===== src/rtl/core/mpc_pkg.sv =====
// Package for the midpoint circle point generator: widths, codes and the
// payload structs shared by the front, queue, back and checker modules.
// No dependencies.
`default_nettype none

package mpc_pkg;

  localparam int unsigned COORD_WIDTH  = 16;
  localparam int unsigned RADIUS_WIDTH = 12;

  // step_x never passes radius/sqrt(2)+1; step_y spans -1..radius
  localparam int unsigned STEPX_W = RADIUS_WIDTH + 1;
  localparam int unsigned STEPY_W = RADIUS_WIDTH + 2;
  localparam int unsigned DEC_W   = RADIUS_WIDTH + 12;
  localparam int unsigned SUM_W   = COORD_WIDTH + STEPY_W;

  localparam int unsigned QUEUE_DEPTH = 2;
  localparam int unsigned Q_IDX_W     = (QUEUE_DEPTH > 1) ? $clog2(QUEUE_DEPTH) : 1;

  localparam logic signed [DEC_W-1:0] DEC_INIT = DEC_W'(3);
  localparam logic signed [DEC_W-1:0] DEC_DIAG = DEC_W'(10);
  localparam logic signed [DEC_W-1:0] DEC_AXIS = DEC_W'(6);

  typedef enum logic [0:0] {
    CMD_START   = 1'b0,
    CMD_ADVANCE = 1'b1
  } cmd_e;

  // Eight symmetric slots of one group, in emission order (offsets x, z).
  typedef enum logic [2:0] {
    SLOT_PX_PY = 3'd0,
    SLOT_NX_PY = 3'd1,
    SLOT_PX_NY = 3'd2,
    SLOT_NX_NY = 3'd3,
    SLOT_PY_PX = 3'd4,
    SLOT_NY_PX = 3'd5,
    SLOT_PY_NX = 3'd6,
    SLOT_NY_NX = 3'd7
  } slot_e;

  typedef struct packed {
    cmd_e                           command;
    logic signed [COORD_WIDTH-1:0]  center_x;
    logic signed [COORD_WIDTH-1:0]  center_z;
    logic        [RADIUS_WIDTH-1:0] radius;
    logic signed [COORD_WIDTH-1:0]  plane_y;
  } item_t;

  typedef struct packed {
    logic signed [COORD_WIDTH-1:0] point_x;
    logic signed [COORD_WIDTH-1:0] point_y;
    logic signed [COORD_WIDTH-1:0] point_z;
    logic                          group_last;
    logic                          circle_done;
  } result_t;

  // One group of eight points, as handed from front to back.
  typedef struct packed {
    logic signed [COORD_WIDTH-1:0] center_x;
    logic signed [COORD_WIDTH-1:0] center_z;
    logic signed [COORD_WIDTH-1:0] plane_y;
    logic        [STEPX_W-1:0]     step_x;
    logic signed [STEPY_W-1:0]     step_y;
    logic                          done;
  } group_t;

endpackage

`default_nettype wire


===== src/rtl/core/mpc_front.sv =====
// Front end: accepts commands, keeps the circle state and pushes a group
// descriptor per start and per midpoint step run by an advance. Depends on mpc_pkg.
`default_nettype none

module mpc_front (
  input  wire logic           clk_i,
  input  wire logic           rst_ni,
  input  wire logic           accept_i,
  input  wire mpc_pkg::item_t item_i,
  output logic                grp_push_o,
  output mpc_pkg::group_t     grp_o
);

  logic signed [mpc_pkg::COORD_WIDTH-1:0] cx_q, cx_d;
  logic signed [mpc_pkg::COORD_WIDTH-1:0] cz_q, cz_d;
  logic signed [mpc_pkg::COORD_WIDTH-1:0] py_q, py_d;
  logic        [mpc_pkg::STEPX_W-1:0]     step_x_q, step_x_d;
  logic signed [mpc_pkg::STEPY_W-1:0]     step_y_q, step_y_d;
  logic signed [mpc_pkg::DEC_W-1:0]       dec_q, dec_d;
  logic                                   running_q, running_d;

  logic                                   is_start;
  logic                                   dec_pos;
  logic        [mpc_pkg::STEPX_W-1:0]     x_inc;
  logic signed [mpc_pkg::STEPY_W-1:0]     y_nxt;
  logic signed [mpc_pkg::STEPY_W:0]       xs, ys, diff;
  logic signed [mpc_pkg::DEC_W-1:0]       dec_step;
  logic signed [mpc_pkg::DEC_W-1:0]       dec_init;
  logic signed [mpc_pkg::STEPY_W-1:0]     y_init;
  logic                                   done;

  assign is_start = (item_i.command == mpc_pkg::CMD_START);

  always_comb begin
    dec_pos = !dec_q[mpc_pkg::DEC_W-1] && (dec_q != '0);
    x_inc   = step_x_q + 1'b1;
    y_nxt   = dec_pos ? (step_y_q - 1'b1) : step_y_q;
    xs      = $signed({2'b00, x_inc});
    ys      = {y_nxt[mpc_pkg::STEPY_W-1], y_nxt};
    diff    = xs - ys;
    if (dec_pos) begin
      dec_step = dec_q + mpc_pkg::DEC_DIAG
               + $signed({{(mpc_pkg::DEC_W-mpc_pkg::STEPY_W-3){diff[mpc_pkg::STEPY_W]}},
                          diff, 2'b00});
    end else begin
      dec_step = dec_q + mpc_pkg::DEC_AXIS
               + $signed({{(mpc_pkg::DEC_W-mpc_pkg::STEPY_W-3){1'b0}}, xs, 2'b00});
    end
    done     = (ys < xs);
    dec_init = mpc_pkg::DEC_INIT
             - $signed({{(mpc_pkg::DEC_W-mpc_pkg::RADIUS_WIDTH-1){1'b0}}, item_i.radius, 1'b0});
    y_init   = $signed({2'b00, item_i.radius});
  end

  always_comb begin
    cx_d       = cx_q;
    cz_d       = cz_q;
    py_d       = py_q;
    step_x_d   = step_x_q;
    step_y_d   = step_y_q;
    dec_d      = dec_q;
    running_d  = running_q;
    grp_push_o = 1'b0;
    grp_o.center_x = cx_q;
    grp_o.center_z = cz_q;
    grp_o.plane_y  = py_q;
    grp_o.step_x   = x_inc;
    grp_o.step_y   = y_nxt;
    grp_o.done     = done;
    if (accept_i && is_start) begin
      cx_d       = item_i.center_x;
      cz_d       = item_i.center_z;
      py_d       = item_i.plane_y;
      step_x_d   = '0;
      step_y_d   = y_init;
      dec_d      = dec_init;
      running_d  = 1'b1;
      grp_push_o = 1'b1;
      grp_o.center_x = item_i.center_x;
      grp_o.center_z = item_i.center_z;
      grp_o.plane_y  = item_i.plane_y;
      grp_o.step_x   = '0;
      grp_o.step_y   = y_init;
      grp_o.done     = 1'b0;
    end else if (accept_i && running_q) begin
      step_x_d   = x_inc;
      step_y_d   = y_nxt;
      dec_d      = dec_step;
      running_d  = !done;
      grp_push_o = 1'b1;
    end
  end

  always_ff @(posedge clk_i or negedge rst_ni) begin
    if (!rst_ni) begin
      cx_q      <= '0;
      cz_q      <= '0;
      py_q      <= '0;
      step_x_q  <= '0;
      step_y_q  <= '0;
      dec_q     <= '0;
      running_q <= 1'b0;
    end else begin
      cx_q      <= cx_d;
      cz_q      <= cz_d;
      py_q      <= py_d;
      step_x_q  <= step_x_d;
      step_y_q  <= step_y_d;
      dec_q     <= dec_d;
      running_q <= running_d;
    end
  end

endmodule

`default_nettype wire


===== src/rtl/core/mpc_queue.sv =====
// Short group queue between front and back, register based.
// Depends on mpc_pkg.
`default_nettype none

module mpc_queue (
  input  wire logic            clk_i,
  input  wire logic            rst_ni,
  input  wire logic            push_i,
  input  wire mpc_pkg::group_t data_i,
  output logic                 full_o,
  input  wire logic            pop_i,
  output mpc_pkg::group_t      data_o,
  output logic                 empty_o
);

  mpc_pkg::group_t              mem_q [mpc_pkg::QUEUE_DEPTH];
  logic [mpc_pkg::Q_IDX_W-1:0]  wr_ptr_q, wr_ptr_d;
  logic [mpc_pkg::Q_IDX_W-1:0]  rd_ptr_q, rd_ptr_d;
  logic [mpc_pkg::Q_IDX_W:0]    cnt_q, cnt_d;
  logic                         do_push, do_pop;

  assign full_o  = (cnt_q == (mpc_pkg::Q_IDX_W+1)'(mpc_pkg::QUEUE_DEPTH));
  assign empty_o = (cnt_q == '0);
  assign do_push = push_i && !full_o;
  assign do_pop  = pop_i && !empty_o;
  assign data_o  = mem_q[rd_ptr_q];

  function automatic logic [mpc_pkg::Q_IDX_W-1:0] ptr_inc(
    input logic [mpc_pkg::Q_IDX_W-1:0] p
  );
    if (p == mpc_pkg::Q_IDX_W'(mpc_pkg::QUEUE_DEPTH - 1)) begin
      return '0;
    end
    return p + 1'b1;
  endfunction

  always_comb begin
    wr_ptr_d = do_push ? ptr_inc(wr_ptr_q) : wr_ptr_q;
    rd_ptr_d = do_pop ? ptr_inc(rd_ptr_q) : rd_ptr_q;
    cnt_d    = cnt_q;
    if (do_push && !do_pop) begin
      cnt_d = cnt_q + 1'b1;
    end else if (do_pop && !do_push) begin
      cnt_d = cnt_q - 1'b1;
    end
  end

  always_ff @(posedge clk_i or negedge rst_ni) begin
    if (!rst_ni) begin
      wr_ptr_q <= '0;
      rd_ptr_q <= '0;
      cnt_q    <= '0;
    end else begin
      wr_ptr_q <= wr_ptr_d;
      rd_ptr_q <= rd_ptr_d;
      cnt_q    <= cnt_d;
    end
  end

  always_ff @(posedge clk_i) begin
    if (do_push) begin
      mem_q[wr_ptr_q] <= data_i;
    end
  end

endmodule

`default_nettype wire


===== src/rtl/core/mpc_back.sv =====
// Back end: walks a group's eight symmetric slots into the result register,
// one point per cycle while no point waits unpopped. Depends on mpc_pkg.
`default_nettype none

module mpc_back (
  input  wire logic            clk_i,
  input  wire logic            rst_ni,
  input  wire mpc_pkg::group_t grp_i,
  input  wire logic            grp_empty_i,
  output logic                 grp_pop_o,
  output mpc_pkg::result_t     result_o,
  output logic                 empty_o,
  input  wire logic            pop_i
);

  mpc_pkg::group_t   grp_q, grp_d;
  mpc_pkg::slot_e    slot_q, slot_d;
  logic              active_q, active_d;
  mpc_pkg::result_t  res_q, res_d;
  logic              vld_q, vld_d;

  logic                                 out_rdy, emit, last, load;
  logic signed [mpc_pkg::STEPY_W-1:0]   ofs_a, ofs_b, ofs_x, ofs_z;
  logic signed [mpc_pkg::SUM_W-1:0]     sum_x, sum_z;
  mpc_pkg::result_t                     pt;

  assign out_rdy = !vld_q || pop_i;
  assign emit    = active_q && out_rdy;
  assign last    = (slot_q == mpc_pkg::SLOT_NY_NX);
  assign load    = !grp_empty_i && (!active_q || (emit && last));
  assign grp_pop_o = load;

  always_comb begin
    ofs_a = $signed({1'b0, grp_q.step_x});
    ofs_b = grp_q.step_y;
    unique case (slot_q)
      mpc_pkg::SLOT_PX_PY: begin ofs_x =  ofs_a; ofs_z =  ofs_b; end
      mpc_pkg::SLOT_NX_PY: begin ofs_x = -ofs_a; ofs_z =  ofs_b; end
      mpc_pkg::SLOT_PX_NY: begin ofs_x =  ofs_a; ofs_z = -ofs_b; end
      mpc_pkg::SLOT_NX_NY: begin ofs_x = -ofs_a; ofs_z = -ofs_b; end
      mpc_pkg::SLOT_PY_PX: begin ofs_x =  ofs_b; ofs_z =  ofs_a; end
      mpc_pkg::SLOT_NY_PX: begin ofs_x = -ofs_b; ofs_z =  ofs_a; end
      mpc_pkg::SLOT_PY_NX: begin ofs_x =  ofs_b; ofs_z = -ofs_a; end
      mpc_pkg::SLOT_NY_NX: begin ofs_x = -ofs_b; ofs_z = -ofs_a; end
      default:             begin ofs_x =  ofs_a; ofs_z =  ofs_b; end
    endcase
    // wrap modulo 2^COORD_WIDTH: add wide, keep the low bits
    sum_x = {{mpc_pkg::STEPY_W{grp_q.center_x[mpc_pkg::COORD_WIDTH-1]}}, grp_q.center_x}
          + {{mpc_pkg::COORD_WIDTH{ofs_x[mpc_pkg::STEPY_W-1]}}, ofs_x};
    sum_z = {{mpc_pkg::STEPY_W{grp_q.center_z[mpc_pkg::COORD_WIDTH-1]}}, grp_q.center_z}
          + {{mpc_pkg::COORD_WIDTH{ofs_z[mpc_pkg::STEPY_W-1]}}, ofs_z};
    pt.point_x     = sum_x[mpc_pkg::COORD_WIDTH-1:0];
    pt.point_y     = grp_q.plane_y;
    pt.point_z     = sum_z[mpc_pkg::COORD_WIDTH-1:0];
    pt.group_last  = last;
    pt.circle_done = grp_q.done;
  end

  always_comb begin
    grp_d    = load ? grp_i : grp_q;
    slot_d   = slot_q;
    active_d = active_q;
    if (load) begin
      slot_d   = mpc_pkg::SLOT_PX_PY;
      active_d = 1'b1;
    end else if (emit) begin
      slot_d   = mpc_pkg::slot_e'(slot_q + 3'd1);
      active_d = !last;
    end
    res_d = emit ? pt : res_q;
    vld_d = emit ? 1'b1 : (pop_i ? 1'b0 : vld_q);
  end

  always_ff @(posedge clk_i or negedge rst_ni) begin
    if (!rst_ni) begin
      slot_q   <= mpc_pkg::SLOT_PX_PY;
      active_q <= 1'b0;
      vld_q    <= 1'b0;
    end else begin
      slot_q   <= slot_d;
      active_q <= active_d;
      vld_q    <= vld_d;
    end
  end

  always_ff @(posedge clk_i) begin
    grp_q <= grp_d;
    res_q <= res_d;
  end

  assign result_o = res_q;
  assign empty_o  = !vld_q;

endmodule

`default_nettype wire


===== src/rtl/core/midpoint_circle_points_top.sv =====
// Top level of the midpoint circle point generator: front, group queue and
// back. Depends on mpc_pkg, mpc_front, mpc_queue and mpc_back.
//
//   channel   handshake              payload             transfer when
//   -------   --------------------   -----------------   ------------------
//   command   push (in) / full (out) item_i   (item_t)   push && !full
//   points    empty (out) / pop (in) result_o (result_t) pop && !empty
//
// A start or advance command is taken whenever the group queue has room;
// on an advance with a circle running, the front runs one midpoint step in
// that cycle. Each group yields eight points through the one-point result
// register, walked by the back's slot counter. A group's first point passes
// through the queue, the back's group register and the result register.
// An advance with no circle running is accepted and yields nothing.
// Reset (asynchronous, active low) empties queue and result register and
// drops any running circle. A stalled pop holds the point; the queue keeps
// taking commands until it fills.
`default_nettype none

module midpoint_circle_points_top (
  input  wire logic           clk_i,
  input  wire logic           rst_ni,
  input  wire logic           push,
  output logic                full,
  input  wire mpc_pkg::item_t item_i,
  output logic                empty,
  input  wire logic           pop,
  output mpc_pkg::result_t    result_o
);

  logic             accept;
  logic             grp_push;
  mpc_pkg::group_t  grp_in;
  mpc_pkg::group_t  grp_out;
  logic             grp_empty;
  logic             grp_pop;

  // a command transfers whenever the queue has a free slot
  assign accept = push && !full;

  mpc_front u_front (
    .clk_i      (clk_i),
    .rst_ni     (rst_ni),
    .accept_i   (accept),
    .item_i     (item_i),
    .grp_push_o (grp_push),
    .grp_o      (grp_in)
  );

  mpc_queue u_queue (
    .clk_i   (clk_i),
    .rst_ni  (rst_ni),
    .push_i  (grp_push),
    .data_i  (grp_in),
    .full_o  (full),
    .pop_i   (grp_pop),
    .data_o  (grp_out),
    .empty_o (grp_empty)
  );

  mpc_back u_back (
    .clk_i       (clk_i),
    .rst_ni      (rst_ni),
    .grp_i       (grp_out),
    .grp_empty_i (grp_empty),
    .grp_pop_o   (grp_pop),
    .result_o    (result_o),
    .empty_o     (empty),
    .pop_i       (pop)
  );

endmodule

`default_nettype wire


===== config.mk =====
export PLATFORM = sky130hd
export DESIGN_NAME = midpoint_circle_points_top
export DESIGN_NICKNAME = d
export VERILOG_FILES = /design/src/rtl/core/mpc_pkg.sv /design/src/rtl/core/mpc_front.sv /design/src/rtl/core/mpc_queue.sv /design/src/rtl/core/mpc_back.sv /design/src/rtl/core/midpoint_circle_points_top.sv
export SDC_FILE = /design/constraint.sdc
export NUM_CORES = 1
export LEC_CHECK = 0
export BUFFER_PORTS_ARGS = -buffer_cell sky130_fd_sc_hd__buf_2
export CORE_ASPECT_RATIO = 1.2
export CORE_UTILIZATION = 65
export DETAILED_ROUTE_END_ITERATION = 8
export GPL_ROUTABILITY_DRIVEN = 0
export PLACE_DENSITY = 0.84
export SETUP_SLACK_MARGIN = 0.15
export SLEW_MARGIN = 15
export SYNTH_ARGS = -nofsm -noshare
export SYNTH_HDL_FRONTEND = slang
export SYNTH_SLANG_ARGS = --single-unit
export TNS_END_PERCENT = 1

===== constraint.sdc =====
create_clock -name clk_i -period 9.9 [get_ports clk_i]
set_input_delay 2.97 -clock clk_i [delete_from_list [all_inputs] [get_ports clk_i]]
set_output_delay 2.97 -clock clk_i [all_outputs]
set_load 0.01 [all_outputs]

Word level (Yosys, flattened, before mapping)
Memories as Yosys holds them, arrays and structs flattened. A register that Yosys moved wholly into a read port is not among the register bits.
Cells that the tools add are included.
Cells by class
  equal/unequal tests: 8
  $lt $le $gt $ge: 1
  bitwise gates (word level): 1
  reductions and logical operators: 37
  multiplexer cells: 31
  $add $sub $neg: 17
Operator list (number)
  $pmux W14 S4: 2
  $mux W76: 1
  $mux W24: 3
  $mux W14: 3
  $add A16 B14 Y16: 2
  $mux W13: 2
  $add A24 B16 Y24: 1
  $add A24 B17 Y24: 1
  $add A24 B4 Y24 const B: 1
  $add A24 B5 Y24 const B: 1
  $reduce_bool A24 Y1: 1
  $mux W1: 16
  $reduce_or A2 Y1: 8
  $sub A14 B14 Y15: 1
  $lt A14 B14 Y1: 1
  $neg A13 Y14: 1
  $neg A14 Y14: 1
  $sub A14 B1 Y14 const B: 1
  $sub A2 B13 Y14 const A: 1
  $add A13 B1 Y13 const B: 1
  $eq A3 B3 Y1 const B: 4
  $logic_and A1 B1 Y1: 11
  $logic_not A1 Y1: 9
  $reduce_bool A2 Y1: 4
  13 further kinds: 18
Word-level totals
  memories: 1
  word-level logic and storage cells: 114
  memory bits (writable): 152
  output and inout port bits: 52
  input bits: 65
  register bits after elaboration: 159
Memory list
  u_queue.mem_q: depth 2, width 76, read ports 1, clocked after Yosys merged registers in 1, write ports 1, line mpc_queue.sv:16  | mpc_pkg::group_t mem_q [mpc_pkg::QUEUE_DEPTH];

Longest topological paths before layout
  word-level depth: 11
  depth in mapped cells: 27
  gate-level depth less buffers: 25

Cells and area by module
From an unflattened synthesis, not the netlist that was laid out.
Unflattened totals
  cell total of the unflattened synthesis: 1770
  area total of the unflattened synthesis: 20503.4 um2
By module, submodules not included
  mpc_front: times used 1, sequential area each 2502.4 um2, area an instance 7890.1 um2, cells each 926
  mpc_back: times used 1, sequential area each 3908.7 um2, area an instance 6782.8 um2, cells each 587
  mpc_queue: times used 1, sequential area each 4664.5 um2, area an instance 5816.8 um2, cells each 256
  midpoint_circle_points_top: times used 1, sequential area each 0.0 um2, area an instance 13.8 um2, cells each 1

Worst setup path before layout
No wires, ideal clock.
  kind: input to register
  start point: input port pop
  end point: register u_queue.cnt_q[1] in the netlist's numbering
  arrival: 8011 ps
  data required time: 9821 ps
  setup slack: 1810 ps
  path buffers: 0
  setup time: 79 ps
  stages on the path: 8
  path through: nand2b_1 -> nand2_1 -> a21oi_1 -> inv_1 -> ha_1 -> xor2_1 -> nor2_1 -> xor2_1
Between the ends
  cells in the longest elaborated chain, start to end: 9
  elaborated cells on any way between the ends: 11
  those cells by class: 1 x mux; 10 x reduce/logical
RTL lines
  start: declaration: line midpoint_circle_points_top.sv:27  | input wire logic pop,
  $logic_or A1 B1 Y1 (*): line mpc_back.sv:27  | assign out_rdy = !vld_q || pop_i;
  $logic_and A1 B1 Y1 (*): line mpc_back.sv:28  | assign emit = active_q && out_rdy;
  $logic_and A1 B1 Y1 (*): line mpc_back.sv:30  | assign load = !grp_empty_i && (!active_q || (emit && last));
  $logic_or A1 B1 Y1 (*): line mpc_back.sv:30
  $logic_and A1 B1 Y1 (*): line mpc_back.sv:30
  via grp_pop: line midpoint_circle_points_top.sv:36  | logic grp_pop;
  $logic_and A1 B1 Y1 (*): line mpc_queue.sv:25  | assign do_pop = pop_i && !empty_o;
  $logic_not A1 Y1: line mpc_queue.sv:41  | if (do_push && !do_pop) begin
  $logic_and A1 B1 Y1: line mpc_queue.sv:41
  $mux W2 / $reduce_bool A2 Y1 (equally long branches)
  end signal: assignment: line mpc_queue.sv:56  | cnt_q <= cnt_d;
  end: declaration: line mpc_queue.sv:19  | logic [mpc_pkg::Q_IDX_W:0] cnt_q, cnt_d;
Mark *: on every way through the listed nets, which the timed path passes. The rest lies on a longest branch.
A chain may end at the register's enable or synchronous reset.

Worst setup path after layout
  start point: register u_front.dec_q[23] in the netlist's numbering
  end point: register u_front.dec_q[23] in the netlist's numbering
Between the ends
  cells in the longest elaborated chain, start to end: 8
  elaborated cells on any way between the ends: 12
  those cells by class: 5 x add/sub; 4 x mux; 3 x reduce/logical
RTL lines
  start: declaration: line mpc_front.sv:19  | logic signed [mpc_pkg::DEC_W-1:0] dec_q, dec_d;
  start signal: assignment: line mpc_front.sv:101  | dec_q <= '0;
  start signal: assignment: line mpc_front.sv:109  | dec_q <= dec_d;
  $reduce_bool A24 Y1 / $logic_not A1 Y1 (equally long branches): line mpc_front.sv:35  | dec_pos = !dec_q[mpc_pkg::DEC_W-1] && (dec_q != '0);
  $logic_and A1 B1 Y1: line mpc_front.sv:35
  $mux W14: line mpc_front.sv:37  | y_nxt = dec_pos ? (step_y_q - 1'b1) : step_y_q;
  $sub A14 B14 Y15: line mpc_front.sv:40  | diff = xs - ys;
  $add A24 B17 Y24: line mpc_front.sv:43  | + $signed({{(mpc_pkg::DEC_W-mpc_pkg::STEPY_W-3){diff[mpc_pkg::STEPY_W]}},
  $mux W24 (*): line mpc_front.sv:41  | if (dec_pos) begin
  $mux W24 (*): line mpc_front.sv:85  | end else if (accept_i && running_q) begin
  $mux W24 (*): line mpc_front.sv:70  | if (accept_i && is_start) begin
Every way passes the cells marked *; elsewhere a longest branch is shown, timed or not. The select of a mux whose other input is x is not followed.

==> reports/summary.md <==
The flow ran to the end, and the final reports show no timing, DRC or antenna violations. The tools report the summed negative setup slack over all endpoints as 0 ns. The final layout net count was 2059; the combinational share of power was 51.0%.

The global-route usage over all layers was 29.8%; the number of different library cells in the post-synthesis netlist was 66. The worst setup path is of the flip-flop to flip-flop kind. The run gives 1941 as the post-synth net total. Averaged over all synthesized cells, the footprint is 11.5 um^2. The run gives 65.9% as the starting density of the core. The min-delay analysis places its worst path in the category flip-flop to flip-flop.

For this run, the number of Yosys warnings is 0. By area, the combinational part of the netlist is dominated by simple AND/OR/NAND/NOR gates. After synthesis, the share of flip-flops with an asynchronous set or reset is 28.2%.

STA classifies the critical path endpoint as a flip-flop. Cells with a size suffix above 1 make up 16.2% of the layout. Of the total power, the share spent switching nets is 40.6%. The internal power of the cells is 5.28 mW, and the post-placement worst setup slack is 3.28 ns. Subtracting the final worst setup slack from the clock period gives 6.78 ns. Wires add up to 45900 um. The tightest slew margin relative to the limit was 17.5%; the number of flops mapped to enable cells by yosys was 278.

The count of unresolved DRC violations after routing is 0, and the first-pass detailed-route iteration total is 9. The core region is 0.0304 mm^2. Measured along the x axis, the die boundary spans 162 um. Max-cap violations in this run came to 0. The completed layout was analyzed and its total power is 8.89 mW. The number of buffers added on ports works out to 116. I/O pin count: 117. Setup slack on the critical path of the routed design comes to 3.12 ns.

The initial antenna violation count was 0. The number of gates resized after CTS was 0. In this run the power spent charging and discharging nets is 3.61 mW. After Yosys synthesis, full adders, half adders and majority gates account for 8.14% of the synthesized area. The run gives 0.000451 V as the peak ir drop on the vdd network.

At the later pin of the worst-skew pair, clock insertion delay measures 0.55 ns. The area share of xor/xnor cells in the synthesized design was 5.10%. Counting flops and latches in the post-synthesis netlist gives 387. For the count of final hold-check violations, the log shows 0. For this design the ratio of total power to cell area is 398 mW/mm^2. TritonCTS built the clock tree. Data on the critical path arrives at its endpoint at 7.19 ns.

Measured along the y axis, the die boundary spans 194 um. After synthesis, the cell types taking the most area are sky130_fd_sc_hd__edfxtp_1 (42%), sky130_fd_sc_hd__dfrtp_1 (14%), sky130_fd_sc_hd__ha_1 (7.7%), sky130_fd_sc_hd__mux2_2 (5.3%), sky130_fd_sc_hd__nand2_1 (4.5%). The run gives 0.0252 ns as the final clock skew. The logs give 387 for the clock sink count and 3 for the maximum clock insertion buffer count. Of all cell types, the one taking the most synthesized area is sky130_fd_sc_hd__edfxtp_1.

The tree is rooted in a sky130_fd_sc_hd__clkbuf_16. The tools report the mapped cell area as 0.0200 mm^2. The TritonCTS buffer count came out at 39. Fmax: 147 MHz. Among all cell types in the netlist, the one instantiated most often is sky130_fd_sc_hd__edfxtp_1. The post-CTS clock slew at the launch and capture registers of the worst setup and hold paths was 0.06 ns; the leakage component of the power was 9.11 nW.

Row generation in the floorplan step produced 70 rows. The worst setup path is launched from a flip-flop. In this run the worst path has a maximum fanout of 9. The number of setup buffers added after CTS is 0.

Setup repair after global routing left no endpoint under its margin. On the final layout, the worst hold slack is 0.414 ns. The commonest cells after synthesis are sky130_fd_sc_hd__edfxtp_1 (278), sky130_fd_sc_hd__nand2_1 (240), sky130_fd_sc_hd__ha_1 (124), sky130_fd_sc_hd__dfrtp_1 (109), sky130_fd_sc_hd__a21oi_1 (105). Hold repair after CTS inserted 0 buffers. The post-synthesis cell count was 1748; the mux share of post-synthesis cell area was 5.54%.

Of the total synthesized cell area, the portion taken by AND, OR, NAND and NOR gates is 12.6%. The maximum level of the CTS H-tree was 2. The total number of vias was 14.3k. The run gives 30900 um as the half-perimeter wire length after placement.

The area growth from synthesis to layout is 11.4%. The share of the clock period used by the worst path came out at 68.5%. The initial DRC count came out at 1287.

Total count of max-transition violations in the final report: 0. The run gives 0.0315 mm^2 as the die outline area. For the worst setup path, the data required time is 10.31 ns. The synthesized design devotes to its leading area cell type 41.7% of total area. The residual overflow from global routing is 0, and the slew at the pin with the worst max-slew slack is 1.22 ns. The average vias per placed instance works out to 6.26. The number of antenna cells inserted was 0. In the final routed layout, each cell accounts on average for 20.0 um.

The wire length of the first global-routing pass was 73400 um; the count of endpoints failing setup in the final report was 0. The run gives 55.3% as the sequential element share of the synthesized area. For this run, the leading register cell type out of synthesis is sky130_fd_sc_hd__edfxtp_1. Sequential cells burn 33.1% of the power. Largest net degree at the start of global routing: 78.

The complex-gate fraction of the synthesized area was 11.3%; the post-route antenna net violation count was 0. The number of global-route vias before repair was 14.6k. The run gives 15.9% as the share of power burned in the clock network.
-- cell usage in the layout (no fill, tap or decap), types with 12 or more instances in the layout --
cell type                   synthesis  routed
sky130_fd_sc_hd__edfxtp_1         278     278
sky130_fd_sc_hd__nand2_1          240     240
sky130_fd_sc_hd__ha_1             124     124
sky130_fd_sc_hd__buf_2              1     115
sky130_fd_sc_hd__dfrtp_1          109     108
sky130_fd_sc_hd__a21oi_1          105     103
sky130_fd_sc_hd__nor2_1           103     102
sky130_fd_sc_hd__mux2_2            95      95
sky130_fd_sc_hd__o21ai_0           93      93
sky130_fd_sc_hd__xnor2_1           71      71
sky130_fd_sc_hd__inv_1             57      57
sky130_fd_sc_hd__nor3_1            49      49
sky130_fd_sc_hd__xor2_1            43      43
sky130_fd_sc_hd__clkbuf_16          0      40
sky130_fd_sc_hd__nand3_1           33      33
sky130_fd_sc_hd__or3_1             23      23
sky130_fd_sc_hd__a21o_1            22      22
sky130_fd_sc_hd__o211ai_1          19      19
sky130_fd_sc_hd__and3_1            18      18
sky130_fd_sc_hd__and2_1            19      17
sky130_fd_sc_hd__nand2b_1          17      16
sky130_fd_sc_hd__buf_4              0      15
sky130_fd_sc_hd__o311ai_0          12      12
sky130_fd_sc_hd__a31oi_1           12      12
sky130_fd_sc_hd__nor4_1            12      12
sky130_fd_sc_hd__a211oi_1          12      12
sky130_fd_sc_hd__clkbuf_1          43      12
-- final cells by class --
cell class / instances / area [um^2]
multi-input cells: 1249 / 8580
flip-flops and latches: 387 / 11100
repair buffers: 131 / 708
well taps: 396 / 495
fillers: 1937 / 8080
clock buffers: 55 / 1090
clock inverters: 16 / 145
inverters: 58 / 218
-- final timing paths --
kind / from / cells after the start / slack (ns) / to
max: u_front.dec_q[23] / 24 / 3.12 / u_front.dec_q[23]
min: u_back.grp_q[31] / 0 / 0.41 / u_back.result_o[21]
max reg2reg: u_front.dec_q[23] / 24 / 3.12 / u_front.dec_q[23]
min reg2reg: u_back.grp_q[31] / 0 / 0.41 / u_back.result_o[21]
max in group asynchronous: rst_ni / 2 / 6.06 / u_front.py_q[0]
min in group asynchronous: rst_ni / 1 / 2.52 / u_front.step_y_q[2]
-- power groups by stage --
stage / Clock, mW / Combinational (mW) / Sequential (mW)
global route: 1.50 / 4.99 / 2.99
floorplan: 0 / 3.34 / 2.87
global placement: 0 / 4.21 / 2.91
finish: 1.42 / 4.53 / 2.94
detailed placement: 0 / 4.40 / 2.96
CTS: 1.43 / 4.47 / 2.94
-- per-stage QoR --
stage	instances	instance area, um^2	utilization [%]
after floorplan	1748	20000	-
after CTS	2291	22300	73.4
after global placement	2220	21100	69.3
final	2292	22300	73.4
after global routing	2292	22300	73.4
after detailed placement	2220	21100	69.3
-- flip-flops by register name, indices dropped and copies added (netlist names) --
signal / cells
u_front.cx_q: 16
u_queue.cnt_q: 2
u_back.slot_q: 3
u_front.py_q: 16
u_back.grp_q: 62
u_front.step_x_q: 13
u_queue.rd_ptr_q: 1
u_back.ofs_b: 14
u_front.cz_q: 16
u_front.running_q: 1
u_queue.mem_q: 152
u_queue.wr_ptr_q: 1
u_back.active_q: 1
u_front.dec_q: 24
u_back.result_o: 50
u_front.step_y_q: 14
u_back.vld_q: 1
-- cell families (layout without fill, tap and decap cells) --
group	after synthesis	in the layout
xor+xnor	115	115
fa+ha+maj	128	128
buf+inv	112	260
simple gates	549	549
mux	99	99
compound gates	358	358
flops	387	387
-- routing by layer --
metal | routed length [um] | GRT usage [%]
met4 | 2130 | 14.3
met5 | 0 | 0
met1 | 17300 | 35.4
met3 | 2910 | 4.03
met2 | 23600 | 52.9
-- worst max-delay path, cell delays in order, from the launching register on --
cell	delay, ns
sky130_fd_sc_hd__dfrtp_1	0.54
sky130_fd_sc_hd__nor4_1	0.58
sky130_fd_sc_hd__and4_1	0.44
sky130_fd_sc_hd__a21oi_2	0.12
sky130_fd_sc_hd__and3_1	0.19
sky130_fd_sc_hd__xnor2_1	0.22
sky130_fd_sc_hd__ha_1	0.31
sky130_fd_sc_hd__and2_1	0.20
sky130_fd_sc_hd__a22o_1	0.23
sky130_fd_sc_hd__o21a_1	0.17
sky130_fd_sc_hd__o21a_1	0.16
sky130_fd_sc_hd__o21ai_0	0.20
sky130_fd_sc_hd__nand2b_1	0.12
sky130_fd_sc_hd__o41ai_1	0.66
sky130_fd_sc_hd__xnor2_1	0.18
sky130_fd_sc_hd__ha_1	0.31
sky130_fd_sc_hd__ha_1	0.36
sky130_fd_sc_hd__and3_1	0.18
sky130_fd_sc_hd__o21ai_0	0.16
sky130_fd_sc_hd__nand2b_1	0.10
sky130_fd_sc_hd__a211oi_1	0.42
sky130_fd_sc_hd__a31oi_1	0.20
sky130_fd_sc_hd__a31oi_1	0.23
sky130_fd_sc_hd__xnor2_1	0.08
sky130_fd_sc_hd__a221o_1	0.32
No activity file was read; power rests on OpenSTA's default activity.
